## src/rtl/core/ccrem_pkg.sv

```systemverilog
// Types, constants and decode functions of the control-change mapper.
package ccrem_pkg;

    localparam int NUM_ENTRIES = 16;
    localparam int IDX_W       = 4;
    localparam int VAL_W       = 9;
    localparam int CC_W        = 7;
    localparam int MODE_W      = 2;
    localparam int STEP_W      = 6;
    localparam int CFG_IDX_W   = 1;
    localparam int CFG_DATA_W  = 6;
    localparam int SUM_W       = 16;

    localparam logic [VAL_W-1:0]  FULL_SCALE = 9'd508;
    localparam logic [STEP_W-1:0] STEP_MIN   = 6'd1;
    localparam logic [STEP_W-1:0] STEP_MAX   = 6'd32;

    typedef enum logic [MODE_W-1:0] {
        MODE_ABS      = 2'd0,
        MODE_TWOS     = 2'd1,
        MODE_EP127_UP = 2'd2,
        MODE_EP0_UP   = 2'd3
    } t_enc_mode;

    typedef enum logic [CFG_IDX_W-1:0] {
        REG_MODE = 1'b0,
        REG_STEP = 1'b1
    } t_cfg_reg;

    typedef logic signed [CC_W-1:0] t_delta;

    typedef struct packed {
        logic             hit;
        logic [IDX_W-1:0] idx;
    } t_map;

    typedef struct packed {
        logic   ok;
        t_delta delta;
    } t_dec;

    // Operation handed from the issue stage to the update logic.
    typedef struct packed {
        logic            absolute;
        logic [CC_W-1:0] value;
        t_delta          delta;
    } t_op;

    function automatic logic [VAL_W-1:0] reset_value(input logic [IDX_W-1:0] idx);
        logic [VAL_W-1:0] v;
        case (idx)
            4'd8:    v = 9'd254;
            4'd12:   v = 9'd254;
            4'd13:   v = 9'd508;
            4'd14:   v = 9'd127;
            default: v = 9'd0;
        endcase
        return v;
    endfunction

    function automatic t_map map_cc(input logic [CC_W-1:0] cc);
        t_map            m;
        logic [CC_W-1:0] off;
        m   = '0;
        off = '0;
        if (cc >= 7'd12 && cc <= 7'd19) begin
            off   = cc - 7'd12;
            m.hit = 1'b1;
            m.idx = off[IDX_W-1:0];
        end else if (cc >= 7'd22 && cc <= 7'd29) begin
            off   = cc - 7'd14;
            m.hit = 1'b1;
            m.idx = off[IDX_W-1:0];
        end
        return m;
    endfunction

    function automatic t_dec decode_delta(input t_enc_mode mode, input logic [CC_W-1:0] v);
        t_dec d;
        d = '0;
        case (mode)
            MODE_TWOS: begin
                // Raw value read as a 7-bit two's complement count; 0 and 64 are invalid.
                d.ok    = (v != 7'd0) && (v != 7'd64);
                d.delta = t_delta'(v);
            end
            MODE_EP127_UP: begin
                d.ok    = (v == 7'd127) || (v == 7'd0);
                d.delta = (v == 7'd127) ? 7'sd1 : -7'sd1;
            end
            MODE_EP0_UP: begin
                d.ok    = (v == 7'd127) || (v == 7'd0);
                d.delta = (v == 7'd0) ? 7'sd1 : -7'sd1;
            end
            default: d = '0;
        endcase
        return d;
    endfunction

endpackage

```

## src/rtl/core/ccrem_in_if.sv

```systemverilog
// Channel that carries incoming control-change items.
interface ccrem_in_if;
    import ccrem_pkg::*;

    logic            valid;
    logic            ready;
    logic [CC_W-1:0] cc_number;
    logic [CC_W-1:0] cc_value;

    modport source (output valid, output cc_number, output cc_value, input ready);
    modport sink   (input valid, input cc_number, input cc_value, output ready);
endinterface

```

## src/rtl/core/ccrem_out_if.sv

```systemverilog
// Channel that carries mapped parameter items.
interface ccrem_out_if;
    import ccrem_pkg::*;

    logic             valid;
    logic             ready;
    logic [IDX_W-1:0] entry_index;
    logic [VAL_W-1:0] param_value;

    modport source (output valid, output entry_index, output param_value, input ready);
    modport sink   (input valid, input entry_index, input param_value, output ready);
endinterface

```

## src/rtl/core/ccrem_entry_mem.sv

```systemverilog
// Entry value memory with a registered read port and per-entry valid bits.
module ccrem_entry_mem (
    input  logic                        i_clk,
    input  logic                        i_rst_n,
    input  logic                        i_rd_en,
    input  logic [ccrem_pkg::IDX_W-1:0] i_rd_addr,
    output logic [ccrem_pkg::VAL_W-1:0] o_rd_data,
    input  logic                        i_wr_en,
    input  logic [ccrem_pkg::IDX_W-1:0] i_wr_addr,
    input  logic [ccrem_pkg::VAL_W-1:0] i_wr_data
);
    import ccrem_pkg::*;

    logic [VAL_W-1:0]       r_mem [NUM_ENTRIES];
    logic [NUM_ENTRIES-1:0] r_vld;
    logic [VAL_W-1:0]       r_rd_data;
    logic                   r_rd_vld;
    logic [IDX_W-1:0]       r_rd_addr;

    always_ff @(posedge i_clk) begin
        if (i_wr_en) begin
            r_mem[i_wr_addr] <= i_wr_data;
        end
        if (i_rd_en) begin
            r_rd_data <= r_mem[i_rd_addr];
            r_rd_vld  <= r_vld[i_rd_addr];
            r_rd_addr <= i_rd_addr;
        end
    end

    always_ff @(posedge i_clk) begin
        if (!i_rst_n) begin
            r_vld <= '0;
        end else if (i_wr_en) begin
            r_vld[i_wr_addr] <= 1'b1;
        end
    end

    // An entry never written since reset reads as its default value.
    assign o_rd_data = r_rd_vld ? r_rd_data : reset_value(r_rd_addr);
endmodule

```

## src/rtl/core/ccrem_update.sv

```systemverilog
// Computes the new entry value: scaled absolute value or clamped relative sum.
module ccrem_update (
    input  ccrem_pkg::t_op               i_op,
    input  logic [ccrem_pkg::VAL_W-1:0]  i_stored,
    input  logic [ccrem_pkg::STEP_W-1:0] i_step,
    output logic [ccrem_pkg::VAL_W-1:0]  o_result
);
    import ccrem_pkg::*;

    logic [STEP_W-1:0]       step_c;
    logic signed [13:0]      prod;
    logic signed [SUM_W-1:0] sum;

    always_comb begin
        if (i_step < STEP_MIN) begin
            step_c = STEP_MIN;
        end else if (i_step > STEP_MAX) begin
            step_c = STEP_MAX;
        end else begin
            step_c = i_step;
        end
        prod = i_op.delta * $signed({1'b0, step_c});
        sum  = $signed({{(SUM_W-VAL_W){1'b0}}, i_stored}) + (SUM_W'(prod) <<< 2);
        if (i_op.absolute) begin
            o_result = {i_op.value, 2'b00};
        end else if (sum < 0) begin
            o_result = '0;
        end else if (sum > $signed({{(SUM_W-VAL_W){1'b0}}, FULL_SCALE})) begin
            o_result = FULL_SCALE;
        end else begin
            o_result = sum[VAL_W-1:0];
        end
    end
endmodule

```

## src/rtl/core/midi_cc_relative_encoder_mapper.sv

```systemverilog
// Top level of the MIDI control-change encoder mapper.
// Maps CC12-19 to absolute entries 0-7 and CC22-29 to relative entries 8-15, keeping a
// 0..508 value per entry in a 16-entry memory; each mapped item yields one result with
// the entry index and new value, while unmapped controllers and invalid relative codes
// yield none. An item's memory read is registered in the cycle it is accepted, then the
// update and write-back follow once the output register is free; the block takes no
// new item until the write-back is done. Items that give no result are dropped on
// acceptance and leave the block idle. Entry defaults come from per-entry valid bits
// cleared at reset, so there is no clearing pass. Write encoder_mode and encoder_step
// only while the block is idle.
module midi_cc_relative_encoder_mapper (
    input  logic                             i_clk,
    input  logic                             i_rst_n,
    input  logic                             i_cfg_we,
    input  logic [ccrem_pkg::CFG_IDX_W-1:0]  i_cfg_idx,
    input  logic [ccrem_pkg::CFG_DATA_W-1:0] i_cfg_data,
    ccrem_in_if.sink                         i_cc,
    ccrem_out_if.source                      o_map
);
    import ccrem_pkg::*;

    t_enc_mode         r_mode;
    logic [STEP_W-1:0] r_step;
    logic              r_busy;
    t_op               r_op;
    logic [IDX_W-1:0]  r_idx;
    logic              r_out_valid;
    logic [IDX_W-1:0]  r_out_idx;
    logic [VAL_W-1:0]  r_out_val;

    t_map             map;
    t_dec             dec;
    t_op              n_op;
    logic             accept;
    logic             issue;
    logic             done;
    logic [VAL_W-1:0] stored;
    logic [VAL_W-1:0] result;

    assign i_cc.ready = !r_busy;
    assign accept     = i_cc.valid && !r_busy;

    always_comb begin
        map            = map_cc(i_cc.cc_number);
        dec            = decode_delta(r_mode, i_cc.cc_value);
        n_op.absolute  = !map.idx[IDX_W-1] || (r_mode == MODE_ABS);
        n_op.value     = i_cc.cc_value;
        n_op.delta     = dec.delta;
        issue          = accept && map.hit && (n_op.absolute || dec.ok);
    end

    // The write-back waits until the output register is free.
    assign done = r_busy && (!r_out_valid || o_map.ready);

    always_ff @(posedge i_clk) begin
        if (!i_rst_n) begin
            r_mode <= MODE_ABS;
            r_step <= 6'd8;
        end else if (i_cfg_we) begin
            case (t_cfg_reg'(i_cfg_idx))
                REG_MODE: r_mode <= t_enc_mode'(i_cfg_data[MODE_W-1:0]);
                REG_STEP: r_step <= i_cfg_data[STEP_W-1:0];
                default:  r_step <= r_step;
            endcase
        end
    end

    always_ff @(posedge i_clk) begin
        if (!i_rst_n) begin
            r_busy      <= 1'b0;
            r_out_valid <= 1'b0;
        end else begin
            if (issue) begin
                r_busy <= 1'b1;
            end else if (done) begin
                r_busy <= 1'b0;
            end
            if (done) begin
                r_out_valid <= 1'b1;
            end else if (o_map.ready) begin
                r_out_valid <= 1'b0;
            end
        end
    end

    always_ff @(posedge i_clk) begin
        if (issue) begin
            r_op  <= n_op;
            r_idx <= map.idx;
        end
        if (done) begin
            r_out_idx <= r_idx;
            r_out_val <= result;
        end
    end

    ccrem_entry_mem u_mem (
        .i_clk     (i_clk),
        .i_rst_n   (i_rst_n),
        .i_rd_en   (issue),
        .i_rd_addr (map.idx),
        .o_rd_data (stored),
        .i_wr_en   (done),
        .i_wr_addr (r_idx),
        .i_wr_data (result)
    );

    ccrem_update u_update (
        .i_op     (r_op),
        .i_stored (stored),
        .i_step   (r_step),
        .o_result (result)
    );

    assign o_map.valid       = r_out_valid;
    assign o_map.entry_index = r_out_idx;
    assign o_map.param_value = r_out_val;
endmodule

```

## src/flat_wrapper.sv

```systemverilog
// flat-port wrapper written by rule: the top's interface ports become plain ports
module midi_cc_relative_encoder_mapper_flat import ccrem_pkg::*;
  (i_clk, i_rst_n, i_cfg_we, i_cfg_idx, i_cfg_data, i_cc_valid, i_cc_cc_number, i_cc_cc_value, i_cc_ready, o_map_valid, o_map_entry_index, o_map_param_value, o_map_ready);
  ccrem_in_if i_cc_i ();
  ccrem_out_if o_map_i ();
  input  logic i_clk;
  input  logic i_rst_n;
  input  logic i_cfg_we;
  input  logic [ccrem_pkg::CFG_IDX_W-1:0] i_cfg_idx;
  input  logic [ccrem_pkg::CFG_DATA_W-1:0] i_cfg_data;
  input wire logic [$bits(i_cc_i.valid)-1:0] i_cc_valid;
  input wire logic [$bits(i_cc_i.cc_number)-1:0] i_cc_cc_number;
  input wire logic [$bits(i_cc_i.cc_value)-1:0] i_cc_cc_value;
  output wire logic [$bits(i_cc_i.ready)-1:0] i_cc_ready;
  output wire logic [$bits(o_map_i.valid)-1:0] o_map_valid;
  output wire logic [$bits(o_map_i.entry_index)-1:0] o_map_entry_index;
  output wire logic [$bits(o_map_i.param_value)-1:0] o_map_param_value;
  input wire logic [$bits(o_map_i.ready)-1:0] o_map_ready;
  assign i_cc_i.valid = i_cc_valid;
  assign i_cc_i.cc_number = i_cc_cc_number;
  assign i_cc_i.cc_value = i_cc_cc_value;
  assign i_cc_ready = i_cc_i.ready;
  assign o_map_valid = o_map_i.valid;
  assign o_map_entry_index = o_map_i.entry_index;
  assign o_map_param_value = o_map_i.param_value;
  assign o_map_i.ready = o_map_ready;
  midi_cc_relative_encoder_mapper u_core (.i_clk(i_clk), .i_rst_n(i_rst_n), .i_cfg_we(i_cfg_we), .i_cfg_idx(i_cfg_idx), .i_cfg_data(i_cfg_data), .i_cc(i_cc_i), .o_map(o_map_i));
endmodule
```

## config.mk

```make
export PLATFORM = sky130hd
export DESIGN_NAME = midi_cc_relative_encoder_mapper_flat
export DESIGN_NICKNAME = d
export VERILOG_FILES = /design/src/rtl/core/ccrem_pkg.sv /design/src/rtl/core/ccrem_in_if.sv /design/src/rtl/core/ccrem_out_if.sv /design/src/rtl/core/ccrem_entry_mem.sv /design/src/rtl/core/ccrem_update.sv /design/src/rtl/core/midi_cc_relative_encoder_mapper.sv /design/src/flat_wrapper.sv
export SDC_FILE = /design/constraint.sdc
export NUM_CORES = 1
export LEC_CHECK = 0
export BUFFER_PORTS_ARGS = -buffer_cell sky130_fd_sc_hd__buf_2
export CORE_AREA = 8 8 151 182
export CTS_CLUSTER_DIAMETER = 100
export DETAILED_ROUTE_END_ITERATION = 6
export DIE_AREA = 0 0 159 190
export GPL_ROUTABILITY_DRIVEN = 0
export PLACE_DENSITY_LB_ADDON = 0.05
export SYNTH_ARGS = -nofsm -noshare
export SYNTH_HDL_FRONTEND = slang
export SYNTH_SLANG_ARGS = --single-unit
```

## constraint.sdc

```tcl
create_clock -name i_clk -period 14.75 [get_ports i_clk]
set_input_delay 2.95 -clock i_clk [delete_from_list [all_inputs] [get_ports i_clk]]
set_output_delay 2.95 -clock i_clk [all_outputs]
set_load 0.01 [all_outputs]
```

==> run summary <==
* sky130_fd_sc_hd__a2111oi_0 — CP max stage cell
* 16.7% — combinational group share of total power
* 44400 um — global-route wire length before repair
* 18.9% — Tot GR Track Use
* 0% — Synth async-reset ratio
* 0 — antenna violations before repair
* 13.6% — share of post-route cells with drive strength above 1
* 0 — ANT nets after route
* 10900 um^2 — area of the mapped netlist
* false — unrepaired setup endpoints after global routing
* 1.10 mW — Cell Int Power
* nor2b_1 -> and2_1 -> fa_1 -> fa_1 -> fa_1 -> inv_1 -> fa_1 -> inv_1 -> ha_1 -> o211ai_1 -> a21oi_1 -> nor3_1 -> or4_1 -> nor4_2 -> o21ai_1 -> a2111oi_0 -> nor3_2 -> buf_4 — ordered list of cells on the worst path
* 24400 um^2 — Core Region
* 7.54 ns — Arrival @ worst endpoint
* 13 — highest net fanout along the worst path
* 1 — H-tree levels
* 20300 um — hpwl dp
* 56.3% — sequential share of the synthesized area
* 1015 — number of nets in the layout
* sky130_fd_sc_hd__edfxtp_1 — most common flop cell mapped by yosys
* 3 — deepest clock path buffer count
* reg -> reg — worst hold path class
* 22.5 um — DR WL/cell
* 63 — Cell Rows
* 46.2% — part of the power in registers
* 0 — cells resized by post-CTS repair
* 18 — number of cells on the critical path
* 7.44 ns — Reg2Reg Setup Slack
* 0 — number of hold-slack violations in the final timing report
* 1.49 mW — power consumption
* 41 — number of primary I/O pins
* 1 — number of stages on the worst hold path
* 492 — count of routing violations after the opening detailed-route iteration
* 5.64 — via density per instance
* 1217 — total instance count after detailed placement
* 974 — net count of the mapped netlist
* 0.0918 mV — peak supply drop
* 0 — Diodes inserted
* u_core.u_mem.r_vld[9]$_SDFFE_PN0P_ — critical hold path startpoint
* 0.50 ns — insertion delay of the later-clocked pin in the worst-skew pair
* 0.137 GHz — highest clock rate
* 186 — number of enable flip-flop cells after synthesis
* 876 — synthesized instance count
* 6.07% — worst slew margin relative to its limit
* 3 — total buffers and inverters traversed by the critical path
* 41 — largest net degree at the start of global routing
* 0 — # setup viols final
* 212 — Yosys reg bits
* 0 ns — total negative setup slack
* 0 — gr ovfl total
* 0.06 ns — clock input transition at the sequential cells of the worst setup and hold paths
* 0 — number of hold buffers added after cts
* adder cells — cell type group with the largest total delay on the critical path
* 23 — number of buffers created by CTS
* 394 uW — net switching power
* 30200 um^2 — Total Die Area
* 7558 — number of global-route vias before repair
* 1258 — Post-Layout Cell Count
* u_core.u_mem.r_mem[8][8]$_DFFE_PP_ — worst reg2reg path endpoint
* 7.31 ns — shortest period the worst path allows
* 190 um — Die Y-Extent
* 37.2% — share of power burned in the clock network
* reg -> reg — Setup Crit Path Kind
* 4.49 nW — static power due to leakage
* built — CTS tree
* u_core.u_mem.r_vld[9]$_SDFFE_PN0P_ — destination of the worst hold path
* 40 — count of input and output buffers
* 26.4% — fraction of power spent switching nets
* sky130_fd_sc_hd__clkbuf_16 — root cell of the clock tree
* sky130_fd_sc_hd__fa_1 — cell repeated most along the worst path
* 159 um — horizontal extent of the die
* finished, final reports clean — run status
* 12.4 um^2 — synthesized area divided by synthesized cell count
* 28200 um — Total Wirelength
* 1.40 ns — slew of the pin with the lowest slew margin
* 0.00857 ns — Clock Skews
* 0 — Post-CTS Repair Setup Buffers
* 0 — DR DRC count
* 0.96 ns — worst stage delay on the critical path
* 0 — Yosys warnings
* flip-flop — element type at the critical path start
* 49.9% — final core area utilization
* 6 — number of detailed-routing iterations run before antenna repair
* 14.99 ns — endpoint required time on the critical path
* 12.4% — layout overhead on the synthesized area
* 7093 — number of vias in the routed layout
* 44.4% — Starting Density
* 49.5% — post-route fraction of the period consumed by the critical path
* 0 — final number of max-transition violations
* 0 — max-cap violations
* u_core.r_step[5]$_SDFFE_PN0P_ — origin of the critical flop-to-flop path
* 123 nW/um^2 — PD cells
* 18 — number of cells on the worst reg-to-reg path
* 212 — CTS sink count
* 66 — number of distinct library cell variants in the gate-level netlist after synthesis
* flip-flop — type of element capturing the critical path
-- per-layer routing --
metal	vias to the layer above	track usage, %	share of wire, %
met5	-	0	0
met2	170	37.3	56
met3	45	2.21	3.8
met4	0	6.65	3.0
li1	3352	-	-
met1	3526	20.4	37
-- registers in the layout, summed over array words and instances, names as in the netlist --
name / cells
u_core.r_op: 15
u_core.r_step: 6
u_core.o_map.param_value: 9
u_core.o_map.entry_index: 4
u_core.r_busy: 1
u_core.u_mem.r_vld: 16
u_core.r_mode: 2
u_core.u_mem.r_mem: 144
u_core.u_mem.r_rd_vld: 1
u_core.u_mem.r_rd_data: 9
u_core.r_idx: 4
u_core.o_map.valid: 1
-- how the worst max path moves through the flow --
stage                                                        to  slack, ns                     startpoint
after detailed placement    u_core.u_mem.r_mem[11][8]$_DFFE_PP_       7.40  u_core.r_step[5]$_SDFFE_PN0P_
after global routing      u_core.o_map.param_value[8]$_DFFE_PP_       6.79  u_core.r_step[5]$_SDFFE_PN0P_
after floorplan                       u_core.r_idx[0]$_DFFE_PP_       8.61              i_cc_cc_number[2]
final                        u_core.u_mem.r_mem[8][8]$_DFFE_PP_       7.44  u_core.r_step[5]$_SDFFE_PN0P_
after global placement    u_core.o_map.param_value[8]$_DFFE_PP_       7.61  u_core.r_step[5]$_SDFFE_PN0P_
after CTS                 u_core.o_map.param_value[8]$_DFFE_PP_       7.37  u_core.r_step[5]$_SDFFE_PN0P_
-- cell usage in the layout (no fill, tap or decap), types with 6 or more instances in the layout --
cell,count
sky130_fd_sc_hd__fa_1,32
sky130_fd_sc_hd__a31oi_1,6
sky130_fd_sc_hd__nand2b_1,13
sky130_fd_sc_hd__a21o_1,6
sky130_fd_sc_hd__edfxtp_1,186
sky130_fd_sc_hd__nand3_1,26
sky130_fd_sc_hd__o211ai_1,6
sky130_fd_sc_hd__buf_2,40
sky130_fd_sc_hd__ha_1,40
sky130_fd_sc_hd__dfxtp_1,26
sky130_fd_sc_hd__mux2i_1,14
sky130_fd_sc_hd__inv_1,73
sky130_fd_sc_hd__nor2b_1,13
sky130_fd_sc_hd__mux2_2,10
sky130_fd_sc_hd__nand2_1,38
sky130_fd_sc_hd__o21a_1,20
sky130_fd_sc_hd__a22oi_1,60
sky130_fd_sc_hd__and2_1,39
sky130_fd_sc_hd__o21ai_0,17
sky130_fd_sc_hd__a222oi_1,9
sky130_fd_sc_hd__clkbuf_16,23
sky130_fd_sc_hd__or4_1,12
sky130_fd_sc_hd__nor2_1,32
sky130_fd_sc_hd__xnor2_1,16
sky130_fd_sc_hd__nor3_2,7
sky130_fd_sc_hd__buf_4,12
sky130_fd_sc_hd__a21oi_1,58
-- Yosys cell counts (14+ instances only) --
cell	count	area, um^2
sky130_fd_sc_hd__inv_1	73	274
sky130_fd_sc_hd__fa_1	32	641
sky130_fd_sc_hd__mux2i_1	14	140
sky130_fd_sc_hd__xnor2_1	16	140
sky130_fd_sc_hd__clkbuf_1	21	78.8
sky130_fd_sc_hd__o21ai_0	17	85.1
sky130_fd_sc_hd__a21oi_1	59	295
sky130_fd_sc_hd__nor2_1	32	120
sky130_fd_sc_hd__and2_1	39	244
sky130_fd_sc_hd__o21a_1	20	150
sky130_fd_sc_hd__dfxtp_1	26	521
sky130_fd_sc_hd__nand3_1	26	130
sky130_fd_sc_hd__ha_1	40	500
sky130_fd_sc_hd__a22oi_1	60	450
sky130_fd_sc_hd__edfxtp_1	186	5590
sky130_fd_sc_hd__nand2_1	38	143
-- cells by family (layout without fill, tap and decap cells) --
| logic type | after synthesis | after routing | synth area share [%] |
|---|---|---|---|
| and+or+nand+nor | 206 | 206 | 10.3 |
| buffers and inverters | 109 | 166 | 4.08 |
| adders and majority gates | 72 | 72 | 10.5 |
| muxes | 24 | 24 | 2.33 |
| DFF | 212 | 212 | 56.3 |
| AOI/OAI and AO/OA | 233 | 233 | 14.9 |
| xor gates and xnor gates | 20 | 20 | 1.61 |
-- cell type report --
type,instances,area (um^2)
multi-input combinational,555,4390
sequential,212,6110
clock inverter,11,110
tap,325,407
fill,2154,12200
timing repair buffer,52,290
inverter,73,274
clock buffer,30,622
-- power groups by stage --
stage	sequential [mW]	combinational, mW	clock (mW)
floorplan	0.701	0.162	0
global placement	0.703	0.243	0
detailed placement	0.703	0.251	0
CTS	0.690	0.252	0.565
global route	0.690	0.277	0.591
finish	0.690	0.249	0.556
-- per-stage QoR --
stage | hold WS [ns] | area (um^2) | setup slack, ns
detailed placement | 0.454 | 11500 | 7.40
global route | 0.481 | 12200 | 6.79
floorplan | 0.424 | 10900 | 8.61
finish | 0.463 | 12200 | 7.44
CTS | 0.467 | 12200 | 7.37
global placement | 0.449 | 11500 | 7.61
No activity file was read; power rests on OpenSTA's default activity.
